<file path="config.mk">
export PLATFORM = sky130hd
export DESIGN_NAME = bmhq_ctrl
export DESIGN_NICKNAME = d
export VERILOG_FILES = /design/src/design/bmhq_pkg.sv /design/src/design/bmhq_ctrl.sv
export SDC_FILE = /design/constraint.sdc
export NUM_CORES = 1
export LEC_CHECK = 0
export BUFFER_PORTS_ARGS = -buffer_cell sky130_fd_sc_hd__buf_2
export CORE_MARGIN = 10
export CORE_UTILIZATION = 36
export DETAILED_ROUTE_END_ITERATION = 12
export GPL_ROUTABILITY_DRIVEN = 1
export PLACE_DENSITY = 0.85
export SLEW_MARGIN = 0
export SYNTH_ARGS = -nofsm -noshare
export SYNTH_HDL_FRONTEND = slang
export SYNTH_SLANG_ARGS = --single-unit
</file>
<file path="constraint.sdc">
create_clock -name clock -period 1.4 [get_ports clock]
set_input_delay 0.28 -clock clock [delete_from_list [all_inputs] [get_ports clock]]
set_output_delay 0.28 -clock clock [all_outputs]
set_load 0.1 [all_outputs]
</file>
<file path="src/design/bmhq_pkg.sv">
`timescale 1ns / 1ps
// Shared types and constants of the binary min-heap priority queue.
// Used by the controller, the datapath, the top level and the checker.
package bmhq_pkg;

   // Default number of keys the queue can hold.
   localparam int CAPACITY_DEF = 4096;

   // Field widths fixed by the external interface.
   localparam int KEY_W   = 32;
   localparam int CMD_W   = 2;
   localparam int STAT_W  = 2;
   localparam int COUNT_W = 13;

   // Command codes.
   localparam logic [CMD_W-1:0] CMD_INSERT = 2'd0;
   localparam logic [CMD_W-1:0] CMD_POP    = 2'd1;
   localparam logic [CMD_W-1:0] CMD_CLEAR  = 2'd2;

   // Status codes.
   localparam logic [STAT_W-1:0] STAT_OK    = 2'd0;
   localparam logic [STAT_W-1:0] STAT_EMPTY = 2'd1;
   localparam logic [STAT_W-1:0] STAT_FULL  = 2'd2;

   // Controller states.
   typedef enum logic [3:0] {
      ST_IDLE,
      ST_UP_TEST,
      ST_UP_CMP,
      ST_POP_LAST,
      ST_POP_LOAD,
      ST_DN_TEST,
      ST_DN_LEFT,
      ST_DN_RIGHT,
      ST_DN_CMP
   } state_type;

   // Update of the entry count.
   typedef enum logic [1:0] {
      FILL_HOLD,
      FILL_INC,
      FILL_DEC,
      FILL_CLEAR
   } fill_op_type;

   // Update of the current heap position.
   typedef enum logic [2:0] {
      POS_HOLD,
      POS_NEW,
      POS_PARENT,
      POS_ROOT,
      POS_PICK
   } pos_op_type;

   // Heap slot that a memory read fetches.
   typedef enum logic [2:0] {
      RD_PARENT,
      RD_ROOT,
      RD_LAST,
      RD_LEFT,
      RD_RIGHT
   } rd_sel_type;

   // Value that a memory write stores at the current position.
   typedef enum logic [1:0] {
      WR_KEY,
      WR_RDATA,
      WR_CHILD
   } wr_sel_type;

   // Commands from the controller to the datapath.
   typedef struct packed {
      logic              load_new;
      fill_op_type       fill_op;
      pos_op_type        pos_op;
      logic              rd_en;
      rd_sel_type        rd_sel;
      logic              wr_en;
      wr_sel_type        wr_sel;
      logic              load_top;
      logic              load_key;
      logic              load_left;
      logic              load_right;
      logic              respond;
      logic [STAT_W-1:0] status;
      logic              give_top;
   } bmhq_cmd_type;

   // Status from the datapath to the controller.
   typedef struct packed {
      logic full;
      logic empty;
      logic at_root;
      logic key_lt_rdata;
      logic no_left;
      logic no_right;
      logic key_le_child;
   } bmhq_sts_type;

endpackage

</file>
<file path="src/design/bmhq_ctrl.sv">
`timescale 1ns / 1ps
// Controller of the min-heap queue: sequences inserts, pops and clears.
// Depends on bmhq_pkg for the state, command and status types.
module bmhq_ctrl import bmhq_pkg::*; (
   input  logic               clock,
   input  logic               reset,
   input  logic               start,
   input  logic [CMD_W-1:0]   req_command,
   input  bmhq_sts_type       sts,
   output logic               busy,
   output bmhq_cmd_type       cmd
);

   state_type state_ff;
   state_type state_in;

   // State register.
   always_ff @(posedge clock) begin
      if (reset) begin
         state_ff <= ST_IDLE;
      end else begin
         state_ff <= state_in;
      end
   end

   assign busy = (state_ff != ST_IDLE);

   // Next-state logic.
   always_comb begin
      state_in = state_ff;
      case (state_ff)
         ST_IDLE: begin
            if (start) begin
               if (req_command == CMD_INSERT && !sts.full) begin
                  state_in = ST_UP_TEST;
               end else if (req_command == CMD_POP && !sts.empty) begin
                  state_in = ST_POP_LAST;
               end
            end
         end
         ST_UP_TEST: begin
            state_in = sts.at_root ? ST_IDLE : ST_UP_CMP;
         end
         ST_UP_CMP: begin
            state_in = sts.key_lt_rdata ? ST_UP_TEST : ST_IDLE;
         end
         ST_POP_LAST: state_in = ST_POP_LOAD;
         ST_POP_LOAD: state_in = ST_DN_TEST;
         ST_DN_TEST: begin
            state_in = sts.no_left ? ST_IDLE : ST_DN_LEFT;
         end
         ST_DN_LEFT: begin
            state_in = sts.no_right ? ST_DN_CMP : ST_DN_RIGHT;
         end
         ST_DN_RIGHT: state_in = ST_DN_CMP;
         ST_DN_CMP: begin
            state_in = sts.key_le_child ? ST_IDLE : ST_DN_TEST;
         end
         default: state_in = ST_IDLE;
      endcase
   end

   // Command outputs to the datapath.
   always_comb begin
      cmd = '0;
      case (state_ff)
         ST_IDLE: begin
            if (start) begin
               case (req_command)
                  CMD_INSERT: begin
                     if (sts.full) begin
                        cmd.respond = 1'b1;
                        cmd.status  = STAT_FULL;
                     end else begin
                        cmd.load_new = 1'b1;
                        cmd.fill_op  = FILL_INC;
                        cmd.pos_op   = POS_NEW;
                     end
                  end
                  CMD_POP: begin
                     if (sts.empty) begin
                        cmd.respond = 1'b1;
                        cmd.status  = STAT_EMPTY;
                     end else begin
                        cmd.rd_en  = 1'b1;
                        cmd.rd_sel = RD_ROOT;
                     end
                  end
                  CMD_CLEAR: begin
                     cmd.fill_op = FILL_CLEAR;
                     cmd.respond = 1'b1;
                     cmd.status  = STAT_OK;
                  end
                  default: begin
                     cmd.respond = 1'b1;
                     cmd.status  = STAT_OK;
                  end
               endcase
            end
         end
         ST_UP_TEST: begin
            if (sts.at_root) begin
               cmd.wr_en   = 1'b1;
               cmd.wr_sel  = WR_KEY;
               cmd.respond = 1'b1;
            end else begin
               cmd.rd_en  = 1'b1;
               cmd.rd_sel = RD_PARENT;
            end
         end
         ST_UP_CMP: begin
            cmd.wr_en = 1'b1;
            if (sts.key_lt_rdata) begin
               // Parent moves down into the hole; the hole moves up.
               cmd.wr_sel = WR_RDATA;
               cmd.pos_op = POS_PARENT;
            end else begin
               cmd.wr_sel  = WR_KEY;
               cmd.respond = 1'b1;
            end
         end
         ST_POP_LAST: begin
            cmd.load_top = 1'b1;
            cmd.rd_en    = 1'b1;
            cmd.rd_sel   = RD_LAST;
         end
         ST_POP_LOAD: begin
            cmd.load_key = 1'b1;
            cmd.fill_op  = FILL_DEC;
            cmd.pos_op   = POS_ROOT;
         end
         ST_DN_TEST: begin
            if (sts.no_left) begin
               cmd.wr_en    = 1'b1;
               cmd.wr_sel   = WR_KEY;
               cmd.respond  = 1'b1;
               cmd.give_top = 1'b1;
            end else begin
               cmd.rd_en  = 1'b1;
               cmd.rd_sel = RD_LEFT;
            end
         end
         ST_DN_LEFT: begin
            cmd.load_left = 1'b1;
            if (!sts.no_right) begin
               cmd.rd_en  = 1'b1;
               cmd.rd_sel = RD_RIGHT;
            end
         end
         ST_DN_RIGHT: begin
            cmd.load_right = 1'b1;
         end
         ST_DN_CMP: begin
            cmd.wr_en = 1'b1;
            if (sts.key_le_child) begin
               cmd.wr_sel   = WR_KEY;
               cmd.respond  = 1'b1;
               cmd.give_top = 1'b1;
            end else begin
               // Smaller child moves up into the hole; the hole moves down.
               cmd.wr_sel = WR_CHILD;
               cmd.pos_op = POS_PICK;
            end
         end
         default: cmd = '0;
      endcase
   end

endmodule

</file>
==> results by group, run 1 <==
Outcome
  – Status: stopped before the end
  – Failing step: 3_5_place_dp
  – Run Error: [ERROR DPL-0038] Utilization greater than 100%, impossible to legalize

Synth
  – Area share of the largest cell type after synthesis: 15.5%
  – Distinct cell type count of the synthesized netlist: 34
  – Syn_nets: 84
  – Most frequent cell after synthesis: nor2_1
  – YS warnings: 0
  – Area leader, netlist: dfxtp_1
  – FF+latch count, synth: 4
  – Mapped Avg Cell Area: 7.19 sq um
  – Synth Instances: 72
  – Number of synthesized flops with an enable pin: 0
  – Xor/xnor share of the synthesized area: 0%
  – Synth Area in Adders: 0%
  – Simple-gate share of the synthesized area: 50.7%
  – Sequential area share after synthesis: 15.5%
  – Post-synthesis mux area share: 2.17%
  – Synth Area in Compound Gates: between 20% and 30%
  – Ys async rst share: 0%
  – Cell types with the highest counts after synthesis: nor2_1 (8), nand2_1 (6), inv_1 (5)
  – Post-synthesis cell area: 518 sq um
  – Top cells by area, synth: dfxtp_1 (15%), nor2_1 (5.8%), nand2b_1 (4.8%)
  – Dominant synthesized flop cell: dfxtp_1
  – Largest family of logic cells by synthesized area: simple AND/OR/NAND/NOR gates

Floorplanning
  – # rows: 13
  – Die Ht: between 50 and 60 microns
  – Initial Utilization: 38.8%
  – I/O Pins: 34
  – Chip width: 57.9 microns

Place
  – IO buf count: 33
  – GP Congestion: around 0.85
per-stage QoR:
| stage | std cells | hold slack (ns) | area, sq um | TNS (ns) |
|---|---|---|---|---|
| floorplan | 72 | 0.339 | 726 | -12.00 |
| global placement | 152 | 0.466 | 1450 | -3.10 |
cells by family after synthesis:
family                 after synthesis
AND/OR/NAND/NOR                     42
AO/OA/AOI/OAI                       15
buffers and inverters               10
flip-flops                           4
multiplexers                         1
==> run 2, diff against run 1 <==
Settings changed: CORE_AREA set to 10 10 71 73, CORE_MARGIN 10 to unset, CORE_UTILIZATION 36 to unset, DIE_AREA set to 0 0 81 83, PLACE_DENSITY 0.85 to unset, PLACE_DENSITY_LB_ADDON set to 0.15.
Clock period 1.4 ns to 1.8 ns, I/O delays scaled along.
==> results by group, run 2 <==
Synth
  – Dominant synthesized flop cell: dfxtp_1
  – Top cells by area, synth: dfxtp_1 (15%), nor2_1 (5.8%), nand2b_1 (4.8%)
  – Sequential area share after synthesis: 15.5%
  – Number of synthesized flops with an enable pin: 0
  – Ys async rst share: 0%
  – Area leader, netlist: dfxtp_1
  – YS warnings: 0
  – Most frequent cell after synthesis: nor2_1
  – Cell types with the highest counts after synthesis: nor2_1 (8), nand2_1 (6), inv_1 (5)
  – Syn_nets: 84
  – Distinct cell type count of the synthesized netlist: 34
  – Mapped Avg Cell Area: 7.19 sq um
  – Synth Instances: between 70 and 80
  – FF+latch count, synth: 4
  – Post-synthesis cell area: between 500 and 600 sq um
  – Area share of the largest cell type after synthesis: 15.5%

Flow run
  – Max Cap Viol: 0

Detailed routing
  – Via-per-instance ratio: 4.25
  – DR pass1 iterations: 4
  – Vias: between 700 and 800
  – Post-DR wirelength/cell: around 14 microns
  – Post-Route WL: ~2600 microns
  – First DRT Iteration DRCs: 26
  – Post-DRT Antenna Nets: 0
  – DRC viols: 0

Clock tree
  – Clk_lat worst skew: between 0.2 and 0.25 ns
  – Number of H-tree levels: 1
  – TritonCTS Buffers: 3
  – Clock slew at reported path FFs: 0.03 ns
  – Post-CTS Hold Buffers: 0
  – TritonCTS clock tree: built
  – Deepest clock path buffer count: 2
  – CTS Sinks: 4
  – CTS root buf: clkbuf_8

Power and ir drop
  – Sw Ratio: 54.9%
  – Sequential Power Share: 6.8%
  – Leak Pwr: 0.000642 uW
  – Power per standard cell area: 1690 mW/mm^2
  – Clock power frac: 7.1%
  – Comb power frac: 86.1%
  – Total power: between 2000 and 3000 uW
  – Pint: 1210 uW
  – Net Sw Power: between 1000 and 1500 uW
  – VDD IR max: 1.02 mV

Global routing
  – Largest net degree at the start of global routing: 8
  – Vias in the first global route: slightly below 900
  – GRT Residual Overflow: 0
  – Initial antenna violation count: 0
  – Gr usage total: 8.41%
  – First-pass GRT wire length: 4540 microns

Layout
  – Final core occ: 43.7%
  – Largest register FFs: 4
  – Nets: 148
  – Share of cells above drive strength 1: 80.6%
  – Commonest cells after routing, fill and taps aside: buf_12 (23), buf_4 (23), buf_2 (11), buf_6 (7), nor2_4 (6)
  – Biggest register: state_ff
  – N_diodes: 0
  – Biggest regs: state_ff (4)
  – Final Non-Filler Cells: 182
  – Area Growth Syn to Fin: 207%

Place
  – Inst Count DP: between 150 and 200
  – Post-DP HPWL: 2160 microns
  – GP Congestion: 0.773
  – IO buf count: 33

Worst setup path
  – Max FO, Critical Path: 5
  – CP bufs+invs: 1
  – Slowest cell delay on critical path: approximately 0.39 ns
  – Worst path cell trace: nor4_4, nand3b_1, a21oi_4, buf_12
  – Setup crit start kind: flip-flop
  – Critical-path top delay cell: nor4_4
  – CP required: 1.44 ns
  – Worst setup EP type: output port
  – Arrival @ worst endpoint: roughly 1.6 ns
  – WS Path Type: reg2out
  – CP delay by family, top: simple AND/OR/NAND/NOR gates

Floorplanning
  – Die area: 0.00672 sq mm
  – Initial Utilization: between 10% and 20%
  – CORE AREA: 0.00363 sq mm
  – # rows: 22
  – Chip width: 81 microns
  – I/O Pins: 34
  – Die Ht: 83 microns

Timing
  – Final hold vios: 0
  – Worst Clk Skew: 0.00250 ns
  – Final worst slack: -0.163 ns
  – Min cycle time layout: 1.96 ns
  – Worst Tran Pin Value: 0.350 ns
  – Final period util: 109%
  – Relative slew margins: 76.5%
  – Peak Freq: ~0.51 GHz
  – RSZ-0062 raised after global routing: true
  – Setup-failing EPs final: 14
  – Setup TNS: -1.51 ns
  – Final slew viol count: 0
  – Hold_ws: 0.337 ns

Outcome
  – Failing checks: setup timing
  – Status: finished, violations left

Worst hold path
  – Hold Crit Class: in2reg
## run 2: per-layer routing
| metal | global-route usage [%] | wire, microns | up-vias |
|---|---|---|---|
| met5 | 0 | 0 | - |
| met4 | 4.23 | 61 | 0 |
| met3 | 4.09 | 282 | 5 |
| met2 | 12.9 | 1210 | 30 |
| met1 | 9.30 | 1080 | 348 |
| li1 | - | - | 391 |
## run 2: worst reg2reg max path, cell delays in order, from the launching register on
cell	delay, ns
dfxtp_4	0.37
buf_4	0.15
clkinvlp_4	0.11
buf_4	0.17
nor4b_4	0.20
buf_4	0.18
buf_4	0.11
a311oi_2	0.04
a31oi_1	0.17
## run 2: stage by stage
step / area (sq um) / worst slack [ns]
final: 1590 / -0.163
after global routing: 1590 / -0.282
after CTS: 1530 / -0.195
after detailed placement: 1330 / -0.109
after global placement: 1330 / -0.0449
after floorplan: 702 / -0.752
## run 2: timing repair
item	in CTS	in global routing
setup buffers	9	4
gates cloned	0	0
gates resized for setup	24	9
pin swaps	12	6
endpoints found under the setup margin	18	19
## run 2: final timing paths
check / start / to / slack [ns] / depth (start not counted)
worst max-delay path: state_ff[3] / cmd[18] / -0.16 / 4
worst max register to register: state_ff[3] / state_ff[0] / 0.23 / 8
worst min-delay path: reset / state_ff[2] / 0.34 / 2
worst min register to register: state_ff[3] / state_ff[0] / 0.64 / 2
## run 2: logic make-up (layout without fill, tap and decap cells)
logic type | count (synthesis) | after routing | synth area share (%)
and+or+nand+nor | 42 | 42 | 50.7
AOI/OAI and AO/OA | 15 | 15 | 20.3
buffers and inverters | 10 | 72 | 11.4
DFF | 4 | 4 | 15.5
muxes | 1 | 1 | 2.17
## run 2: layout make-up
| type | instances | area [sq um] |
|---|---|---|
| Inverter | 5 | 26.3 |
| Fill cell | 359 | 2040 |
| Sequential cell | 4 | 92.6 |
| Multi-Input combinational cell | 58 | 602 |
| Timing Repair Buffer | 64 | 767 |
| Tap cell | 48 | 60.1 |
| Clock buffer | 3 | 41.3 |
## run 2: power groups by stage
stage	combinational (uW)	clock, uW	sequential [uW]
6_report	2310	192	183
5_1_grt	2430	205	191
4_1_cts	2240	194	181
3_5_place_dp	2000	0	196
3_3_place_gp	2010	0	196
2_1_floorplan	1360	0	170
(Power assumes the default switching activity.)
==> run 3, diff against run 2 <==
Settings changed: CORE_AREA 10 10 71 73 to 2 2 63 65, DIE_AREA 0 0 81 83 to 0 0 65 67.
Clock period 1.8 ns to 2.4 ns, I/O delays scaled along.
==> results by group, run 3 (synthesized netlist as in run 2, its figures left out) <==
Floorplanning
  – Initial Utilization: 14.4%
  – Die area: 0.00436 sq mm
  – Die Ht: 67 microns
  – CORE AREA: 0.00361 sq mm
  – I/O Pins: 34
  – Chip width: 65 microns
  – # rows: 22

Clock tree
  – TritonCTS clock tree: built
  – Number of H-tree levels: 1
  – Clock slew at reported path FFs: about 0.03 ns
  – CTS Sinks: 4
  – Clk_lat worst skew: 0.21 ns
  – Post-CTS Hold Buffers: 0
  – TritonCTS Buffers: 3
  – CTS root buf: clkbuf_8
  – Deepest clock path buffer count: 2

Power and ir drop
  – Power per standard cell area: 1460 mW/mm^2
  – Sequential Power Share: 12.4%
  – Clock power frac: 8.9%
  – Comb power frac: 78.7%
  – VDD IR max: 0.614 mV
  – Sw Ratio: 63.6%
  – Net Sw Power: 972 uW
  – Pint: 555 uW
  – Total power: 1530 uW
  – Leak Pwr: 0.000437 uW

Layout
  – Commonest non-fill, non-tap cell in the layout: buf_2
  – Biggest regs: state_ff (4)
  – Nets: approximately 120
  – N_diodes: 0
  – Commonest cells after routing, fill and taps aside: buf_2 (21), buf_12 (12), nor2_2 (6), inv_1 (5), nand2_1 (5)
  – Final core occ: 29.1%
  – Area Growth Syn to Fin: 103%
  – Biggest register: state_ff
  – Largest register FFs: 4
  – Share of cells above drive strength 1: 58.7%

Global routing
  – Vias in the first global route: 650
  – Initial antenna violation count: 0
  – GRT Residual Overflow: 0
  – Largest net degree at the start of global routing: 16
  – Gr usage total: a little under a tenth
  – First-pass GRT wire length: 3110 microns

Timing
  – Setup-failing EPs final: 0
  – Final slew viol count: 0
  – Final period util: a little over nine tenths
  – Worst Tran Pin Value: 0.486 ns
  – Min cycle time layout: 2.26 ns
  – Peak Freq: 0.443 GHz
  – Final hold vios: 0
  – RSZ-0062 raised after global routing: false
  – Relative slew margins: 67.8%
  – Final worst slack: 0.141 ns
  – Worst Clk Skew: between 0.003 and 0.004 ns

Worst setup path
  – Max FO, Critical Path: 15
  – Setup crit start kind: flip-flop
  – Reg2Reg Setup Slack: approximately 0.93 ns
  – Worst path cell trace: nand2_1, a211oi_1, a311o_1, buf_2
  – R2R Path End: state_ff[0]
  – WS Path Type: reg2out
  – Critical-path top delay cell: dfxtp_2
  – Critical R2R Launch: state_ff[3]
  – Slowest cell delay on critical path: 0.58 ns
  – CP required: roughly 1.9 ns
  – FF-to-FF path depth: 4
  – Worst setup EP type: output port
  – Arrival @ worst endpoint: 1.78 ns

Place
  – IO buf count: 33
  – GP Congestion: roughly 0.75
  – Pre-CTS WS: 0.225 ns
  – Post-DP HPWL: 1610 microns

Worst hold path
  – Hold Path Sink: state_ff[2]
  – WHS Path Cells: 2
  – Hold_sp: reset
  – Hold Crit Class: in2reg

Detailed routing
  – Via-per-instance ratio: around 4.4
  – DR pass1 iterations: 5
  – Post-Route WL: 1940 microns
  – Vias: 668
  – First DRT Iteration DRCs: 21
  – DRC viols: 0
  – Post-DRT Antenna Nets: 0
  – Post-DR wirelength/cell: 12.8 microns

Flow run
  – Max Cap Viol: 0

Outcome
  – Status: finished, final reports clean
==> run 3: cell types whose count changed in the layout (fill, tap and decap cells not counted), moves of 3 or more <==
cell / previous run / this run
buf_2: 11 / 21
buf_4: 23 / 1
inv_1: 1 / 5
dfxtp_4: 3 / 0
buf_12: 23 / 12
dfxtp_2: 1 / 4
nor2_2: 0 / 6
nor2_4: 6 / 0
buf_6: 7 / 0
==> run 3: stage by stage <==
stage / hold slack (ns) / TNS (ns) / std cells / instance area (sq um)
floorplan: 0.542 / -0.774 / 72 / 639
global placement: 0.645 / 0 / 148 / 998
detailed placement: 0.651 / 0 / 148 / 998
CTS: 0.458 / 0 / 151 / 1040
global route: 0.471 / 0 / 152 / 1050
finish: 0.459 / 0 / 152 / 1050
==> run 3: area by class of cell <==
type,instances,area [sq um]
Sequential cell,4,85.1
Timing Repair Buffer,34,353
Inverter,5,18.8
Clock buffer,3,41.3
Multi-Input combinational cell,58,492
Tap cell,48,60.1
Fill cell,387,2560
==> run 3: worst max-delay path by stage <==
stage / startpoint / end / slack [ns]
global placement: state_ff[0] / cmd[15] / 0.27
floorplan: state_ff[3] / cmd[3] / -0.36
finish: state_ff[1] / cmd[3] / 0.14
CTS: state_ff[1] / cmd[15] / 0.009
global route: state_ff[2] / cmd[16] / 0.05
detailed placement: state_ff[0] / cmd[15] / 0.22
==> run 3: timing repair <==
action                                  in CTS  in global routing
hold endpoints to repair                     0                  0
pin swaps                                    1                  1
endpoints found under the setup margin       1                  3
buffers inserted                             0                  1
resized for setup                            0                  2
==> run 3: critical path, delay by kind of cell (launching register included) <==
kind,cells,cell delay [ns]
flops,1,0.58
compound gates,2,0.47
buf+inv,1,0.42
simple gates,1,0.09
==> run 3: routing by layer <==
layer  track usage, %  up-vias  share of wire, %
li1                 -      334                 -
met1             11.2      307                46
met2             15.7       25                48
met3             2.70        2               5.5
met4             2.39        0              0.93
met5                0        -                 0
==> run 3: power by group through the flow <==
| stage | combinational [uW] | sequential (uW) | clock [uW] |
|---|---|---|---|
| floorplan | 986 | 125 | 0 |
| global placement | 1190 | 185 | 0 |
| detailed placement | 1190 | 186 | 0 |
| CTS | 1190 | 184 | 140 |
| global route | 1250 | 193 | 144 |
| finish | 1200 | 189 | 136 |
==> run 4, diff against run 3 <==
Settings changed: ABC_AREA set to 1.
==> results by group, run 4 <==
Synth
  – Dominant synthesized flop cell: dfxtp_1
  – Simple-gate share of the synthesized area: roughly 57%
  – Most frequent cell after synthesis: inv_1
  – Mapped Avg Cell Area: 6.12 sq um
  – Number of synthesized flops with an enable pin: 0
  – Largest family of logic cells by synthesized area: simple AND/OR/NAND/NOR gates
  – Xor/xnor share of the synthesized area: 0%
  – Synth Area in Adders: 0%
  – Cell types with the highest counts after synthesis: inv_1 (14), nor2_1 (12), nand3_1 (11)
  – Synth Instances: 84
  – Post-synthesis mux area share: 0%
  – Ys async rst share: 0%
  – Area share of the largest cell type after synthesis: 15.6%
  – Syn_nets: 96
  – FF+latch count, synth: 4
  – Synth Area in Compound Gates: 11.4%
  – Post-synthesis cell area: 514 sq um
  – YS warnings: 0
  – Distinct cell type count of the synthesized netlist: 24
  – Top cells by area, synth: dfxtp_1 (16%), nand3_1 (11%), inv_1 (10%)
  – Sequential area share after synthesis: 15.6%
  – Area leader, netlist: dfxtp_1

Layout
  – Largest register FFs: 4
  – Nets: 133
  – Layout Cell Area excl Fill: 832 sq um
  – Biggest regs: state_ff (4)
  – Biggest register: state_ff
  – Commonest non-fill, non-tap cell in the layout: buf_2
  – Area Growth Syn to Fin: 61.8%
  – Commonest cells after routing, fill and taps aside: buf_2 (32), inv_1 (13), nor2_1 (12), nand3_1 (11), nand2_1 (10)
  – N_diodes: 0
  – Share of cells above drive strength 1: between 50 and 60%

Floorplanning
  – I/O Pins: 34
  – Die Ht: 67 microns
  – CORE AREA: 0.00361 sq mm
  – Die area: 0.00436 sq mm
  – Initial Utilization: 14.3%
  – Chip width: 65 microns
  – # rows: 22

Detailed routing
  – First DRT Iteration DRCs: 13
  – Post-DR wirelength/cell: just under 10 microns
  – Post-DRT Antenna Nets: 0
  – Vias: 632
  – DRC viols: 0
  – DR pass1 iterations: 4
  – Post-Route WL: between 1500 and 2000 microns
  – Via-per-instance ratio: ~3.8

Worst setup path
  – CP required: roughly 1.9 ns
  – Critical-path top delay cell: buf_2
  – CP delay by family, top: simple AND/OR/NAND/NOR gates
  – FF-to-FF path depth: 6
  – Reg2Reg Setup Slack: 1.28 ns
  – Worst path cell trace: nor2_4, nand2_8, inv_4, nand2_4, nor4_4, buf_2
  – Arrival @ worst endpoint: 1.74 ns
  – Max FO, Critical Path: 8
  – WS Path Type: reg2out
  – R2R Path End: state_ff[1]
  – Worst setup EP type: output port
  – CP bufs+invs: 2
  – Critical R2R Launch: state_ff[1]
  – Setup crit start kind: flip-flop
  – Slowest cell delay on critical path: ~0.46 ns

Timing
  – RSZ-0062 raised after global routing: false
  – Worst Tran Pin Value: 0.507 ns
  – Final slew viol count: 0
  – Setup-failing EPs final: 0
  – Peak Freq: between 0.4 and 0.5 GHz
  – Final period util: 92.7%
  – Setup TNS: 0 ns
  – Min cycle time layout: 2.22 ns
  – Final hold vios: 0
  – Worst Clk Skew: 0.000345 ns
  – Hold_ws: 0.478 ns
  – Relative slew margins: 66.4%

Place
  – IO buf count: 33
  – Cell Area, Placed: 791 sq um
  – GP Congestion: 0.760
  – Post-DP HPWL: 1410 microns

Clock tree
  – # Post-CTS Setup Buffers: 0
  – CTS Sinks: 4
  – Number of H-tree levels: 1
  – TritonCTS Buffers: 3
  – CTS root buf: clkbuf_8
  – Deepest clock path buffer count: 2
  – Clk_lat worst skew: 0.21 ns
  – Post-cts sizing count: 0
  – Post-CTS Hold Buffers: 0
  – TritonCTS clock tree: built
  – Clock slew at reported path FFs: 0.03 ns

Worst hold path
  – Hold Path Sink: state_ff[1]
  – WHS Path Cells: 2
  – Hold_sp: reset
  – Hold Crit Class: in2reg

Global routing
  – Largest net degree at the start of global routing: 9
  – GRT Residual Overflow: 0
  – Initial antenna violation count: 0
  – Gr usage total: 8.03%
  – Vias in the first global route: 601
  – First-pass GRT wire length: 2730 microns

Power and ir drop
  – Leak Pwr: 0.000492 uW
  – VDD IR max: 0.141 mV
  – Power per standard cell area: 601 mW/mm^2

Flow run
  – Max Cap Viol: 0

Outcome
  – Status: finished, final reports clean
-- run 4: kinds of logic (layout without fill, tap and decap cells) --
kind of cell / count (synthesis) / after routing
flip-flops: 4 / 4
buffers and inverters: 21 / 56
AND/OR/NAND/NOR: 51 / 51
AO/OA/AOI/OAI: 8 / 8
-- run 4: worst max-delay path by stage --
stage | end | startpoint | slack, ns | depth (start not counted)
3_3_place_gp | cmd[14] | req_command[1] | 0.37 | 7
3_5_place_dp | cmd[1] | state_ff[2] | 0.38 | 6
6_report | cmd[1] | state_ff[1] | 0.18 | 6
5_1_grt | cmd[1] | state_ff[1] | 0.07 | 6
2_1_floorplan | cmd[11] | state_ff[0] | -0.36 | 5
4_1_cts | cmd[1] | state_ff[1] | 0.16 | 6
-- run 4: metal layers --
layer	up-vias	part of all wire, %	wire, microns	GRT usage [%]
met3	0	7.8	126	0
li1	337	-	-	-
met1	262	52	841	12.2
met4	0	0	0	3.19
met2	33	40	650	11.9
met5	-	0	0	0
-- run 4: stage by stage --
step | setup WS [ns] | util (%) | power, uW | std cells
detailed placement | 0.379 | 21.9 | 367 | 164
global route | 0.0701 | 23.1 | 523 | 167
CTS | 0.156 | 23.1 | 506 | 167
global placement | 0.371 | 21.9 | 367 | 164
finish | 0.176 | 23.1 | 500 | 167
floorplan | -0.358 | - | 307 | 84
-- run 4: layout make-up --
type / count / area (sq um)
Sequential cell: 4 / 83.8
Tap cell: 48 / 60.1
Multi-Input combinational cell: 59 / 385
Timing Repair Buffer: 33 / 180
Fill cell: 411 / 2770
Inverter: 20 / 81.3
Clock buffer: 3 / 41.3
-- run 4: power breakdown --
part | switching, uW | leakage, uW | total [uW] | internal [uW]
clock network | 29.8 | 0.0000216 | 136 | 106
registers | 7.37 | 0.0000339 | 78.7 | 71.3
logic | 223 | 0.000437 | 285 | 62.7
